==> src/rtl/tcwiir_pkg.sv <==
// Shared constants, types and a helper function for the three-channel window IIR filter.
// Has no dependencies; every other file in the folder but tcwiir_ram imports it.
package tcwiir_pkg;

  localparam int SAMPLE_BITS      = 12;
  localparam int NUM_LANES        = 3;
  localparam int SAMPLES_PER_LANE = 4;
  localparam int AVG_SHIFT        = 2;
  localparam int SMOOTH_SHIFT     = 3;
  localparam int WINDOW_LOG2      = 6;
  localparam int WINDOW_DEPTH     = 1 << WINDOW_LOG2;
  localparam int SUM_BITS         = SAMPLE_BITS + WINDOW_LOG2;
  localparam int ACC_BITS         = SAMPLE_BITS + $clog2(SAMPLES_PER_LANE);
  localparam int RAM_WIDTH        = NUM_LANES * SAMPLE_BITS;

  typedef logic [SAMPLE_BITS-1:0] sample_t;
  typedef logic [SUM_BITS-1:0]    sum_t;
  typedef logic [WINDOW_LOG2-1:0] slot_t;
  typedef logic [RAM_WIDTH-1:0]   row_t;

  // Sum of four samples, shifted right with truncation.
  function automatic sample_t lane_average(input sample_t s0, input sample_t s1,
                                           input sample_t s2, input sample_t s3);
    logic [ACC_BITS-1:0] acc;
    acc = ACC_BITS'(s0) + ACC_BITS'(s1) + ACC_BITS'(s2) + ACC_BITS'(s3);
    return acc[AVG_SHIFT +: SAMPLE_BITS];
  endfunction

endpackage

==> src/rtl/tcwiir_in_if.sv <==
// Input channel of the filter: valid/ready handshake and twelve converter samples.
// Depends on tcwiir_pkg for the sample type.
interface tcwiir_in_if;
  import tcwiir_pkg::*;

  logic    valid;
  logic    ready;
  sample_t az_s0, az_s1, az_s2, az_s3;
  sample_t x_s0, x_s1, x_s2, x_s3;
  sample_t y_s0, y_s1, y_s2, y_s3;

  modport source (
    output valid, az_s0, az_s1, az_s2, az_s3, x_s0, x_s1, x_s2, x_s3,
           y_s0, y_s1, y_s2, y_s3,
    input  ready
  );
  modport sink (
    input  valid, az_s0, az_s1, az_s2, az_s3, x_s0, x_s1, x_s2, x_s3,
           y_s0, y_s1, y_s2, y_s3,
    output ready
  );
endinterface

==> src/rtl/tcwiir_out_if.sv <==
// Output channel of the filter: valid/ready handshake, smoothed values and change flags.
// Depends on tcwiir_pkg for the sample type.
interface tcwiir_out_if;
  import tcwiir_pkg::*;

  logic    valid;
  logic    ready;
  sample_t smooth_az, smooth_x, smooth_y;
  logic    changed_az, changed_x, changed_y;

  modport source (
    output valid, smooth_az, smooth_x, smooth_y, changed_az, changed_x, changed_y,
    input  ready
  );
  modport sink (
    input  valid, smooth_az, smooth_x, smooth_y, changed_az, changed_x, changed_y,
    output ready
  );
endinterface

==> src/rtl/tcwiir_ram.sv <==
// Generic simple dual-port RAM with one write port and one registered read port.
// Standalone; no package dependencies.
module tcwiir_ram #(
  parameter int WIDTH = 8,
  parameter int DEPTH = 16
) (
  input  logic                     clk_i,
  input  logic                     we_i,
  input  logic [$clog2(DEPTH)-1:0] waddr_i,
  input  logic [WIDTH-1:0]         wdata_i,
  input  logic                     re_i,
  input  logic [$clog2(DEPTH)-1:0] raddr_i,
  output logic [WIDTH-1:0]         rdata_o
);

  logic [WIDTH-1:0] mem_q [DEPTH];
  logic [WIDTH-1:0] rdata_q;

  always_ff @(posedge clk_i) begin
    if (we_i) begin
      mem_q[waddr_i] <= wdata_i;
    end
    if (re_i) begin
      rdata_q <= mem_q[raddr_i];
    end
  end

  assign rdata_o = rdata_q;

endmodule

==> src/rtl/tcwiir_lane.sv <==
// Per-channel update: running window sum, window mean and the 7/8 + 1/8 smoother.
// Depends on tcwiir_pkg for widths and types.
module tcwiir_lane (
  input  tcwiir_pkg::sample_t value_i,
  input  tcwiir_pkg::sample_t oldest_i,
  input  tcwiir_pkg::sum_t    sum_i,
  input  tcwiir_pkg::sample_t prev_i,
  output tcwiir_pkg::sum_t    sum_o,
  output tcwiir_pkg::sample_t smooth_o,
  output logic                changed_o
);
  import tcwiir_pkg::*;

  sum_t    sum_new;
  sample_t mean;
  sample_t smooth;

  always_comb begin
    sum_new = sum_i + SUM_BITS'(value_i) - SUM_BITS'(oldest_i);
    mean    = sum_new[WINDOW_LOG2 +: SAMPLE_BITS];
    smooth  = prev_i - (prev_i >> SMOOTH_SHIFT) + (mean >> SMOOTH_SHIFT);
  end

  assign sum_o     = sum_new;
  assign smooth_o  = smooth;
  assign changed_o = (smooth != prev_i);

endmodule

==> src/rtl/three_channel_window_iir_filter_core.sv <==
// Timing: the window memory is read and the lane averages are registered at the accepting edge;
// the sum update, smoothing, write-back and the result register follow when that stage fires.
// Throughput: one transaction per cycle while the output is not back-pressured; the read of the next slot
// overlaps the write of the current one in the window memory. Reset: rst_ni clears the running sums, the
// smoother state, the ring position and the window valid bits, so the window reads as zero.
module three_channel_window_iir_filter_core (
  input logic         clk_i,
  input logic         rst_ni,
  tcwiir_in_if.sink   in_i,
  tcwiir_out_if.source out_o
);
  import tcwiir_pkg::*;

  sample_t                 avg       [NUM_LANES];
  sample_t                 oldest    [NUM_LANES];
  sum_t                    sum_next  [NUM_LANES];
  sample_t                 smooth_nx [NUM_LANES];
  logic [NUM_LANES-1:0]    changed_nx;
  row_t                    wr_row;
  row_t                    rd_row;

  slot_t                   slot_q;
  logic [WINDOW_DEPTH-1:0] filled_q;
  logic                    s1_valid_q;
  sample_t                 s1_avg_q  [NUM_LANES];
  slot_t                   s1_slot_q;
  logic                    s1_filled_q;
  sum_t                    sums_q    [NUM_LANES];
  sample_t                 prev_q    [NUM_LANES];
  logic                    out_valid_q;
  sample_t                 smooth_q  [NUM_LANES];
  logic [NUM_LANES-1:0]    changed_q;

  logic accept;
  logic s1_fire;

  assign s1_fire    = s1_valid_q && (!out_valid_q || out_o.ready);
  assign in_i.ready = !s1_valid_q || s1_fire;
  assign accept     = in_i.valid && in_i.ready;

  assign avg[0] = lane_average(in_i.az_s0, in_i.az_s1, in_i.az_s2, in_i.az_s3);
  assign avg[1] = lane_average(in_i.x_s0, in_i.x_s1, in_i.x_s2, in_i.x_s3);
  assign avg[2] = lane_average(in_i.y_s0, in_i.y_s1, in_i.y_s2, in_i.y_s3);

  always_comb begin
    for (int l = 0; l < NUM_LANES; l++) begin
      wr_row[l*SAMPLE_BITS +: SAMPLE_BITS] = s1_avg_q[l];
      oldest[l] = s1_filled_q ? rd_row[l*SAMPLE_BITS +: SAMPLE_BITS] : '0;
    end
  end

  tcwiir_ram #(
    .WIDTH(RAM_WIDTH),
    .DEPTH(WINDOW_DEPTH)
  ) u_window (
    .clk_i  (clk_i),
    .we_i   (s1_fire),
    .waddr_i(s1_slot_q),
    .wdata_i(wr_row),
    .re_i   (accept),
    .raddr_i(slot_q),
    .rdata_o(rd_row)
  );

  for (genvar g = 0; g < NUM_LANES; g++) begin : gen_lane
    tcwiir_lane u_lane (
      .value_i  (s1_avg_q[g]),
      .oldest_i (oldest[g]),
      .sum_i    (sums_q[g]),
      .prev_i   (prev_q[g]),
      .sum_o    (sum_next[g]),
      .smooth_o (smooth_nx[g]),
      .changed_o(changed_nx[g])
    );
  end

  always_ff @(posedge clk_i or negedge rst_ni) begin
    if (!rst_ni) begin
      slot_q      <= '0;
      filled_q    <= '0;
      s1_valid_q  <= 1'b0;
      out_valid_q <= 1'b0;
      for (int l = 0; l < NUM_LANES; l++) begin
        sums_q[l] <= '0;
        prev_q[l] <= '0;
      end
    end else begin
      if (accept) begin
        slot_q <= slot_q + 1'b1;
      end
      if (accept) begin
        s1_valid_q <= 1'b1;
      end else if (s1_fire) begin
        s1_valid_q <= 1'b0;
      end
      if (s1_fire) begin
        filled_q[s1_slot_q] <= 1'b1;
        for (int l = 0; l < NUM_LANES; l++) begin
          sums_q[l] <= sum_next[l];
          prev_q[l] <= smooth_nx[l];
        end
      end
      if (s1_fire) begin
        out_valid_q <= 1'b1;
      end else if (out_o.ready) begin
        out_valid_q <= 1'b0;
      end
    end
  end

  always_ff @(posedge clk_i) begin
    if (accept) begin
      s1_slot_q   <= slot_q;
      s1_filled_q <= filled_q[slot_q];
      for (int l = 0; l < NUM_LANES; l++) begin
        s1_avg_q[l] <= avg[l];
      end
    end
    if (s1_fire) begin
      changed_q <= changed_nx;
      for (int l = 0; l < NUM_LANES; l++) begin
        smooth_q[l] <= smooth_nx[l];
      end
    end
  end

  assign out_o.valid      = out_valid_q;
  assign out_o.smooth_az  = smooth_q[0];
  assign out_o.smooth_x   = smooth_q[1];
  assign out_o.smooth_y   = smooth_q[2];
  assign out_o.changed_az = changed_q[0];
  assign out_o.changed_x  = changed_q[1];
  assign out_o.changed_y  = changed_q[2];

endmodule

==> src/flat_wrapper.sv <==
// flat-port wrapper written by rule: the top's interface ports become plain ports
module three_channel_window_iir_filter_core_flat import tcwiir_pkg::*;
  (clk_i, rst_ni, in_i_valid, in_i_az_s0, in_i_az_s1, in_i_az_s2, in_i_az_s3, in_i_x_s0, in_i_x_s1, in_i_x_s2, in_i_x_s3, in_i_y_s0, in_i_y_s1, in_i_y_s2, in_i_y_s3, in_i_ready, out_o_valid, out_o_smooth_az, out_o_smooth_x, out_o_smooth_y, out_o_changed_az, out_o_changed_x, out_o_changed_y, out_o_ready);
  tcwiir_in_if in_i_i ();
  tcwiir_out_if out_o_i ();
  input logic clk_i;
  input logic rst_ni;
  input wire logic [$bits(in_i_i.valid)-1:0] in_i_valid;
  input wire logic [$bits(in_i_i.az_s0)-1:0] in_i_az_s0;
  input wire logic [$bits(in_i_i.az_s1)-1:0] in_i_az_s1;
  input wire logic [$bits(in_i_i.az_s2)-1:0] in_i_az_s2;
  input wire logic [$bits(in_i_i.az_s3)-1:0] in_i_az_s3;
  input wire logic [$bits(in_i_i.x_s0)-1:0] in_i_x_s0;
  input wire logic [$bits(in_i_i.x_s1)-1:0] in_i_x_s1;
  input wire logic [$bits(in_i_i.x_s2)-1:0] in_i_x_s2;
  input wire logic [$bits(in_i_i.x_s3)-1:0] in_i_x_s3;
  input wire logic [$bits(in_i_i.y_s0)-1:0] in_i_y_s0;
  input wire logic [$bits(in_i_i.y_s1)-1:0] in_i_y_s1;
  input wire logic [$bits(in_i_i.y_s2)-1:0] in_i_y_s2;
  input wire logic [$bits(in_i_i.y_s3)-1:0] in_i_y_s3;
  output wire logic [$bits(in_i_i.ready)-1:0] in_i_ready;
  output wire logic [$bits(out_o_i.valid)-1:0] out_o_valid;
  output wire logic [$bits(out_o_i.smooth_az)-1:0] out_o_smooth_az;
  output wire logic [$bits(out_o_i.smooth_x)-1:0] out_o_smooth_x;
  output wire logic [$bits(out_o_i.smooth_y)-1:0] out_o_smooth_y;
  output wire logic [$bits(out_o_i.changed_az)-1:0] out_o_changed_az;
  output wire logic [$bits(out_o_i.changed_x)-1:0] out_o_changed_x;
  output wire logic [$bits(out_o_i.changed_y)-1:0] out_o_changed_y;
  input wire logic [$bits(out_o_i.ready)-1:0] out_o_ready;
  assign in_i_i.valid = in_i_valid;
  assign in_i_i.az_s0 = in_i_az_s0;
  assign in_i_i.az_s1 = in_i_az_s1;
  assign in_i_i.az_s2 = in_i_az_s2;
  assign in_i_i.az_s3 = in_i_az_s3;
  assign in_i_i.x_s0 = in_i_x_s0;
  assign in_i_i.x_s1 = in_i_x_s1;
  assign in_i_i.x_s2 = in_i_x_s2;
  assign in_i_i.x_s3 = in_i_x_s3;
  assign in_i_i.y_s0 = in_i_y_s0;
  assign in_i_i.y_s1 = in_i_y_s1;
  assign in_i_i.y_s2 = in_i_y_s2;
  assign in_i_i.y_s3 = in_i_y_s3;
  assign in_i_ready = in_i_i.ready;
  assign out_o_valid = out_o_i.valid;
  assign out_o_smooth_az = out_o_i.smooth_az;
  assign out_o_smooth_x = out_o_i.smooth_x;
  assign out_o_smooth_y = out_o_i.smooth_y;
  assign out_o_changed_az = out_o_i.changed_az;
  assign out_o_changed_x = out_o_i.changed_x;
  assign out_o_changed_y = out_o_i.changed_y;
  assign out_o_i.ready = out_o_ready;
  three_channel_window_iir_filter_core u_core (.clk_i(clk_i), .rst_ni(rst_ni), .in_i(in_i_i), .out_o(out_o_i));
endmodule
==> config.mk <==
export PLATFORM = sky130hd
export DESIGN_NAME = three_channel_window_iir_filter_core_flat
export DESIGN_NICKNAME = d
export VERILOG_FILES = /design/src/rtl/tcwiir_pkg.sv /design/src/rtl/tcwiir_in_if.sv /design/src/rtl/tcwiir_out_if.sv /design/src/rtl/tcwiir_ram.sv /design/src/rtl/tcwiir_lane.sv /design/src/rtl/three_channel_window_iir_filter_core.sv /design/src/flat_wrapper.sv
export SDC_FILE = /design/constraint.sdc
export NUM_CORES = 2
export LEC_CHECK = 0
export BUFFER_PORTS_ARGS = -buffer_cell sky130_fd_sc_hd__clkbuf_2
export CAP_MARGIN = 25
export CELL_PAD_IN_SITES_DETAIL_PLACEMENT = 0
export CELL_PAD_IN_SITES_GLOBAL_PLACEMENT = 1
export CORE_MARGIN = 2
export CORE_UTILIZATION = 55
export CTS_CLUSTER_DIAMETER = 60
export CTS_CLUSTER_SIZE = 12
export DETAILED_ROUTE_END_ITERATION = 10
export PLACE_DENSITY = 0.79
export SLEW_MARGIN = 25
export SYNTH_ARGS = -nofsm -noshare
export SYNTH_HDL_FRONTEND = slang
export SYNTH_SLANG_ARGS = --single-unit
==> constraint.sdc <==
create_clock -name clk_i -period 7.45 [get_ports clk_i]
set_clock_uncertainty 0.1 [all_clocks]
set_input_delay 1.1175 -clock clk_i [delete_from_list [all_inputs] [get_ports clk_i]]
set_output_delay 1.1175 -clock clk_i [all_outputs]
set_load 0.005 [all_outputs]
# ---- Yosys cells after proc, flatten, opt, wreduce, memory -nomap -nowiden
# Memories as Yosys holds them, arrays and structs flattened. A register that Yosys moved wholly into a read port is not among the register bits.
# Cells that the tools add are included.
dict set report op_classes {
  div_mod_pow 0
  mul 0
  order_cmp 3
  n_shift 0
  n_reduce_logical 9
  addsub 22
  bitwise_logic 1
  mux 15
  eq_ne 3
}
# operator n
set ops {}
lappend ops {{$add 14x12->14} 6}
lappend ops {{$or 64x64->64} 1}
lappend ops {{$add 18x12->18} 3}
lappend ops {{$sub 18x12->18} 3}
lappend ops {{$add 12x12->13} 3}
lappend ops {{$add 12x9->12} 3}
lappend ops {{$mux 12} 3}
lappend ops {{$ne 12x12->1} 3}
lappend ops {{$sub 12x9->12} 3}
lappend ops {{$lt 6x7->1 const B} 2}
lappend ops {{$mux 1} 10}
lappend ops {{$add 6x1->6 const B} 1}
lappend ops {{$bmux 1 s6} 1}
lappend ops {{$demux 1 s6} 1}
lappend ops {{$ge 6x1->1 const B} 1}
lappend ops {{$reduce_bool 2->1} 2}
lappend ops {{$logic_and 1x1->1} 3}
lappend ops {{$logic_not 1->1} 2}
lappend ops {{$logic_or 1x1->1} 2}
dict set report totals {
  input_bits 148
  mem_count 3
  latch_bits 0
  elab_cells 69
  rom_bits 0
  output_inout_bits 41
  regBits 172
  ramBits 2376
}
# name depth word_bits rd rd_ports_with_merged_regs wr line
set mem_list {}
lappend mem_list {u_core.u_window.mem_q 64 36 1 1 1 tcwiir_ram.sv:16} ;# logic [WIDTH-1:0] mem_q [DEPTH];
lappend mem_list {u_core.s1_avg_q 3 12 3 0 3 three_channel_window_iir_filter_core.sv:25} ;# sample_t s1_avg_q [NUM_LANES];
lappend mem_list {u_core.smooth_q 3 12 3 0 3 three_channel_window_iir_filter_core.sv:31} ;# sample_t smooth_q [NUM_LANES];

# ---- Logic depth before layout (Yosys ltp)
dict set report logic_depth {
  word_depth 7
  depth_mapped 24
}

# ---- Cells and area by module
# From an unflattened synthesis, not the netlist that was laid out.
dict set report hier_totals {
  hier_cells 5850
  area_unflattened_um2 107677.0
}
# mod area_each_um2 cells_each n_inst seq_area_each_um2
set by_module_without_submodules {}
lappend by_module_without_submodules {tcwiir_ram 88333.5 3780 1 70267.4}
lappend by_module_without_submodules {three_channel_window_iir_filter_core 12778.5 1182 1 6516.2}
lappend by_module_without_submodules {tcwiir_lane 2188.3 296 3 0.0}

# ---- Least setup slack after synthesis
# OpenSTA, ideal clock, no wires.
dict set report synth_path {
  path_type {register to register}
  start {memory u_core.s1_avg_q[0][13] in the netlist's numbering}
  end {register u_core.changed_q[1], data pin}
  required_time_ps 7084
  t_arrival_ps 6050
  setup_ps 266
  stages_incl_launch_ff 23
  setup_slack_ps 1034
  cell_sequence {edfxtp_1 inv_1 fa_1 inv_1 fa_1 a21o_1 a21o_1 a2111oi_4 nor3_1 nor2_1 nor2_1 a2111oi_0 nor3_1 fa_1 fa_1 a21o_1 a21oi_1 o21bai_1 a31oi_1 xnor2_1 xnor2_1 and4_1 nand4_1}
}
# item line
set synth_rtl {}
lappend synth_rtl {{start, declared} three_channel_window_iir_filter_core.sv:25}
lappend synth_rtl {{end signal, assigned} three_channel_window_iir_filter_core.sv:120} ;# changed_q <= changed_nx;
lappend synth_rtl {{end, declared} three_channel_window_iir_filter_core.sv:32} ;# logic [NUM_LANES-1:0] changed_q;

# ---- Worst setup path in the final report
dict set report layout_path {
  start {register u_core.s1_filled_q}
  end {register u_core.changed_q[1], data pin}
}
dict set report layout_via {
  elab_chain_cells 4
}
# item line
set layout_rtl {}
lappend layout_rtl {{start, declared} three_channel_window_iir_filter_core.sv:27} ;# logic s1_filled_q;
lappend layout_rtl {{start signal, assigned} three_channel_window_iir_filter_core.sv:114} ;# s1_filled_q <= filled_q[slot_q];
lappend layout_rtl {{$mux 12} three_channel_window_iir_filter_core.sv:48} ;# oldest[l] = s1_filled_q ? rd_row[l*SAMPLE_BITS +: SAMPLE_BITS] : '0;
lappend layout_rtl {{$sub 18x12->18} tcwiir_lane.sv:19} ;# sum_new = sum_i + SUM_BITS'(value_i) - SUM_BITS'(oldest_i);
lappend layout_rtl {{named net u_core.gen_lane[1].u_lane.sum_o[10]} tcwiir_lane.sv:8} ;# output tcwiir_pkg::sum_t sum_o,
lappend layout_rtl {{$add 12x9->12} tcwiir_lane.sv:21} ;# smooth = prev_i - (prev_i >> SMOOTH_SHIFT) + (mean >> SMOOTH_SHIFT);
lappend layout_rtl {{named net u_core.gen_lane[1].u_lane.smooth_o[2]} tcwiir_lane.sv:9} ;# output tcwiir_pkg::sample_t smooth_o,
lappend layout_rtl {{$ne 12x12->1} tcwiir_lane.sv:26} ;# assign changed_o = (smooth != prev_i);
lappend layout_rtl {{named net u_core.gen_lane[1].u_lane.changed_o} tcwiir_lane.sv:10} ;# output logic changed_o
# The timed path passes the listed nets, and every way through them passes these cells.
# A chain may end at the register's enable or synchronous reset.

==> results.md <==
- Status: completed
- DR WL met3: 31700 um
- DIE AREA: 200000 um2
- Prevailing post-synth register cell: edfxtp_1
- Critical path type: flop to flop
- R2r setup slk: between 0.7 and 0.8 ns
- Reg2reg end: u_core.changed_q[1]
- Peak VDD IR: 0.754 mV
- Post-layout instance count excluding filler cells: roughly 8600
- Post-synthesis sequential area ratio: between 70% and 80%
- Power Density: 496 nW/um2
- Most frequent cells in the layout: 2422 x edfxtp_1, 715 x mux4_2, 367 x inv_1
- Max cap viols: 0
- Chip width: ~450 um
- Drt first-iter violations: 7891
- Clock sinks: 2584
- Initial antenna violation count: 26
- F_max: roughly 150 MHz
- Placed Instances: 8285
- CTS root buffer: clkbuf_16
- Clk slew on worst S/H paths: approximately 0.06 ns
- Slew HR: roughly a fifth
- CP Max Fanout: 12
- PostCTS Resize Cnt: 0
- Routed len/inst: a little over 30 um
- Final setup vio count: 0
- Pre-antenna DRT Iters: 5
- Grt ovf: 0
- Vias per cell: approximately 6.4
- Minimum hold slack: about 0.19 ns
- Hold_buf cts: 0
- Yosys warns: 0
- Flop pwr share: approximately a third
- Synth Register Bits: between 2000 and 3000
- Top cell type's share of synthesized area: between 60% and 70%
- Post-Syn Area per Cell: slightly below 20 um2
- RSZ-0062 raised after global routing: no
- Met2 WL: about 130000 um
- R2R Path Start: u_core.s1_filled_q
- CTS tree: done
- Via count: roughly 55000
- GP Congestion: between 0.8 and 0.9
- Dpl hpwl: between 150000 and 200000 um
- CP endpoint kind: flop
- Total Routed Length: approximately 270000 um
- Critical Path AT: just over 7 ns
- Clock Latency Late Sink: ~0.90 ns
- M1 wire length: around 100000 um
- Post-Syn Area: roughly 110000 um2
- Worst-margin pin slew: roughly 1.2 ns
- Mapped Nets: 5947
- Buffers on Ports: 188
- Internal power: about 37 mW
- Setup ws final: slightly below 0.8 ns
- Post-synthesis cell type count: slightly below 70
- Highest routed layer: met5
- Area growth, synth to finish: 11.4%
- Pins Over Slew Limit: 0
- H-tree depth: 4
- Worst min-delay path category: primary input to asynchronous set/reset pin
- Initial core utilization: between 50% and 60%
- Post-synth ARST share: under 10%
- Synth area leader: edfxtp_1
- Most common cell after layout, fill and taps aside: edfxtp_1
- DRC errors left: 0
- CTS buffer count: approximately 240
- EDFF count, synth: between 2000 and 2500
- Post-CTS Setup Inserts: 0
- Largest cells by area after synthesis: edfxtp_1 67%, mux4_2 15%, dfrtp_1 3.8%
- Vias in the first global route: approximately 55000
- Pre-CTS setup slack: around 0.87 ns
- Post-Synthesis Cells: about 5500
- Critical Path RT: approximately 8.0 ns
- Ratio of cells with drive above 1 in the final layout: roughly a quarter
- R2R depth: 23
- Sw frac: between 30% and 40%
- Share of power burned in combinational logic: about 48%
- Worst setup path start: u_core.s1_filled_q
- Clock Path Buffers: 3
- Final Hold Viols: 0
- Clock power share: a little under a fifth
- Static Leak: between 40 and 50 nW
- I/O Pins: about 190
- First-pass GRT wire length: roughly 380000 um
- Gr usage total: a little over a quarter
- Number of core rows: about 160
- Antenna viol nets, final: 0
- Switching Power: 22.5 mW
- Die Y-Extent: around 450 um
- Setup TNS: 0 ns
- Largest net degree at the start of global routing: around 110
- Crit path launch type: flop
- Core footprint: between 150000 and 200000 um2
- Period utilisation layout: about nine tenths
- Minimum clock period after layout: between 6 and 7 ns
- Final net count: around 6300
## power by group through the flow
stage               registers (mW)  clock network (mW)  logic [mW]
finish                        19.8                11.3        28.6
global route                  20.0                11.9        31.4
CTS                           19.9                11.4        28.5
detailed placement            20.1                   0        28.4
global placement              20.1                   0        27.9
floorplan                     20.4                   0        20.4
## critical path, stage by stage, from the launching register on
cell and delay (ns):
edfxtp_1 0.55, and2_1 0.22, ha_1 0.27, inv_1 0.04, ha_1 0.21, fa_1 0.48
a21o_1 0.18, a21o_1 0.25, a2111oi_4 0.46, nor3_1 0.10, nor2_1 0.17, nor2_1 0.07
a2111oi_0 0.60, nor3_1 0.22, fa_1 0.52, fa_1 0.42, xor2_1 0.31, xnor2_1 0.16
o221ai_1 0.13, a211oi_1 0.18, o41ai_1 0.11, nor4_1 0.32, and4_1 0.25, nand4_1 0.10
## how the worst max path moves through the flow
stage | end | slack, ns | cells past startpoint
after floorplan | u_core.changed_q[1] | 1.03 | 22
after global placement | u_core.changed_q[1] | 0.90 | 23
after detailed placement | u_core.changed_q[1] | 0.87 | 23
after CTS | u_core.changed_q[1] | 0.85 | 23
after global routing | u_core.changed_q[1] | 0.38 | 23
final | u_core.changed_q[1] | 0.77 | 23
## kinds of logic after synthesis
kind of cell / count (synthesis) / synth area share, %
flip-flops: 2584 / 71.0
multiplexers: 807 / 15.8
AND/OR/NAND/NOR: 635 / 2.96
buffers and inverters: 600 / 2.26
AO/OA/AOI/OAI: 483 / 2.88
adder cells (fa/ha/maj): 265 / 3.78
XOR/XNOR: 160 / 1.31
## area by class of cell
cell class / count / area [um2]
inverter: 368 / 1390
multi-input combinational: 2350 / 29400
fill: 13400 / 74800
clock inverter: 36 / 598
tap: 2624 / 3280
timing repair buffer: 363 / 2620
antenna: 4 / 10.0
clock buffer: 310 / 6310
sequential: 2584 / 76800
## synth_stat cells (6+ instances only)
master	n
a2111oi_0	10
a211oi_1	69
a21boi_0	8
a21o_1	31
a21oi_1	128
a31oi_1	15
and2_1	41
and3_1	14
and4_1	6
buf_1	28
buf_2	67
buf_4	25
clkbuf_1	110
dfrtp_1	162
edfxtp_1	2422
fa_1	102
ha_1	163
inv_1	367
mux2_2	12
mux2i_1	80
mux4_2	715
nand2_1	148
nand2b_1	11
nand3_1	24
nand3b_1	9
nand4_1	9
nor2_1	150
nor2b_1	67
nor3_1	43
nor4_1	6
o211ai_1	13
o21a_1	19
o21ai_0	108
o21bai_1	25
o311ai_0	7
o31a_1	6
o31ai_1	8
o41ai_1	8
or2_2	78
or3_1	14
xnor2_1	107
xor2_1	52
## metal layers
metal	GRT usage [%]	vias to the layer above
li1	-	22700
met1	39.4	29100
met2	42.1	3093
met3	6.98	338
met4	6.20	14
met5	0.464	-
## sequential cells by signal, summed over array words and instances (netlist names)
register	count
u_core.slot_q	6
u_core.u_window.mem_q	2304
u_core.sums_q	54
u_core.smooth_q	36
u_core.s1_avg_q	36
u_core.changed_q	3
u_core.s1_slot_q	6
u_core.out_o.valid	1
u_core.u_window.rdata_o	36
u_core.s1_valid_q	1
u_core.prev_q	36
u_core.filled_q	64
u_core.s1_filled_q	1
## stage by stage
stage | power [mW] | cell area [um2] | util, %
2_1_floorplan | 40.8 | 108000 | -
4_1_cts | 59.8 | 120000 | 61.6
3_3_place_gp | 48.0 | 113000 | 58.0
3_5_place_dp | 48.5 | 113000 | 58.1
5_1_grt | 63.3 | 120000 | 61.7
6_report | 59.7 | 120000 | 61.7
No activity file was read; power rests on OpenSTA's default activity.
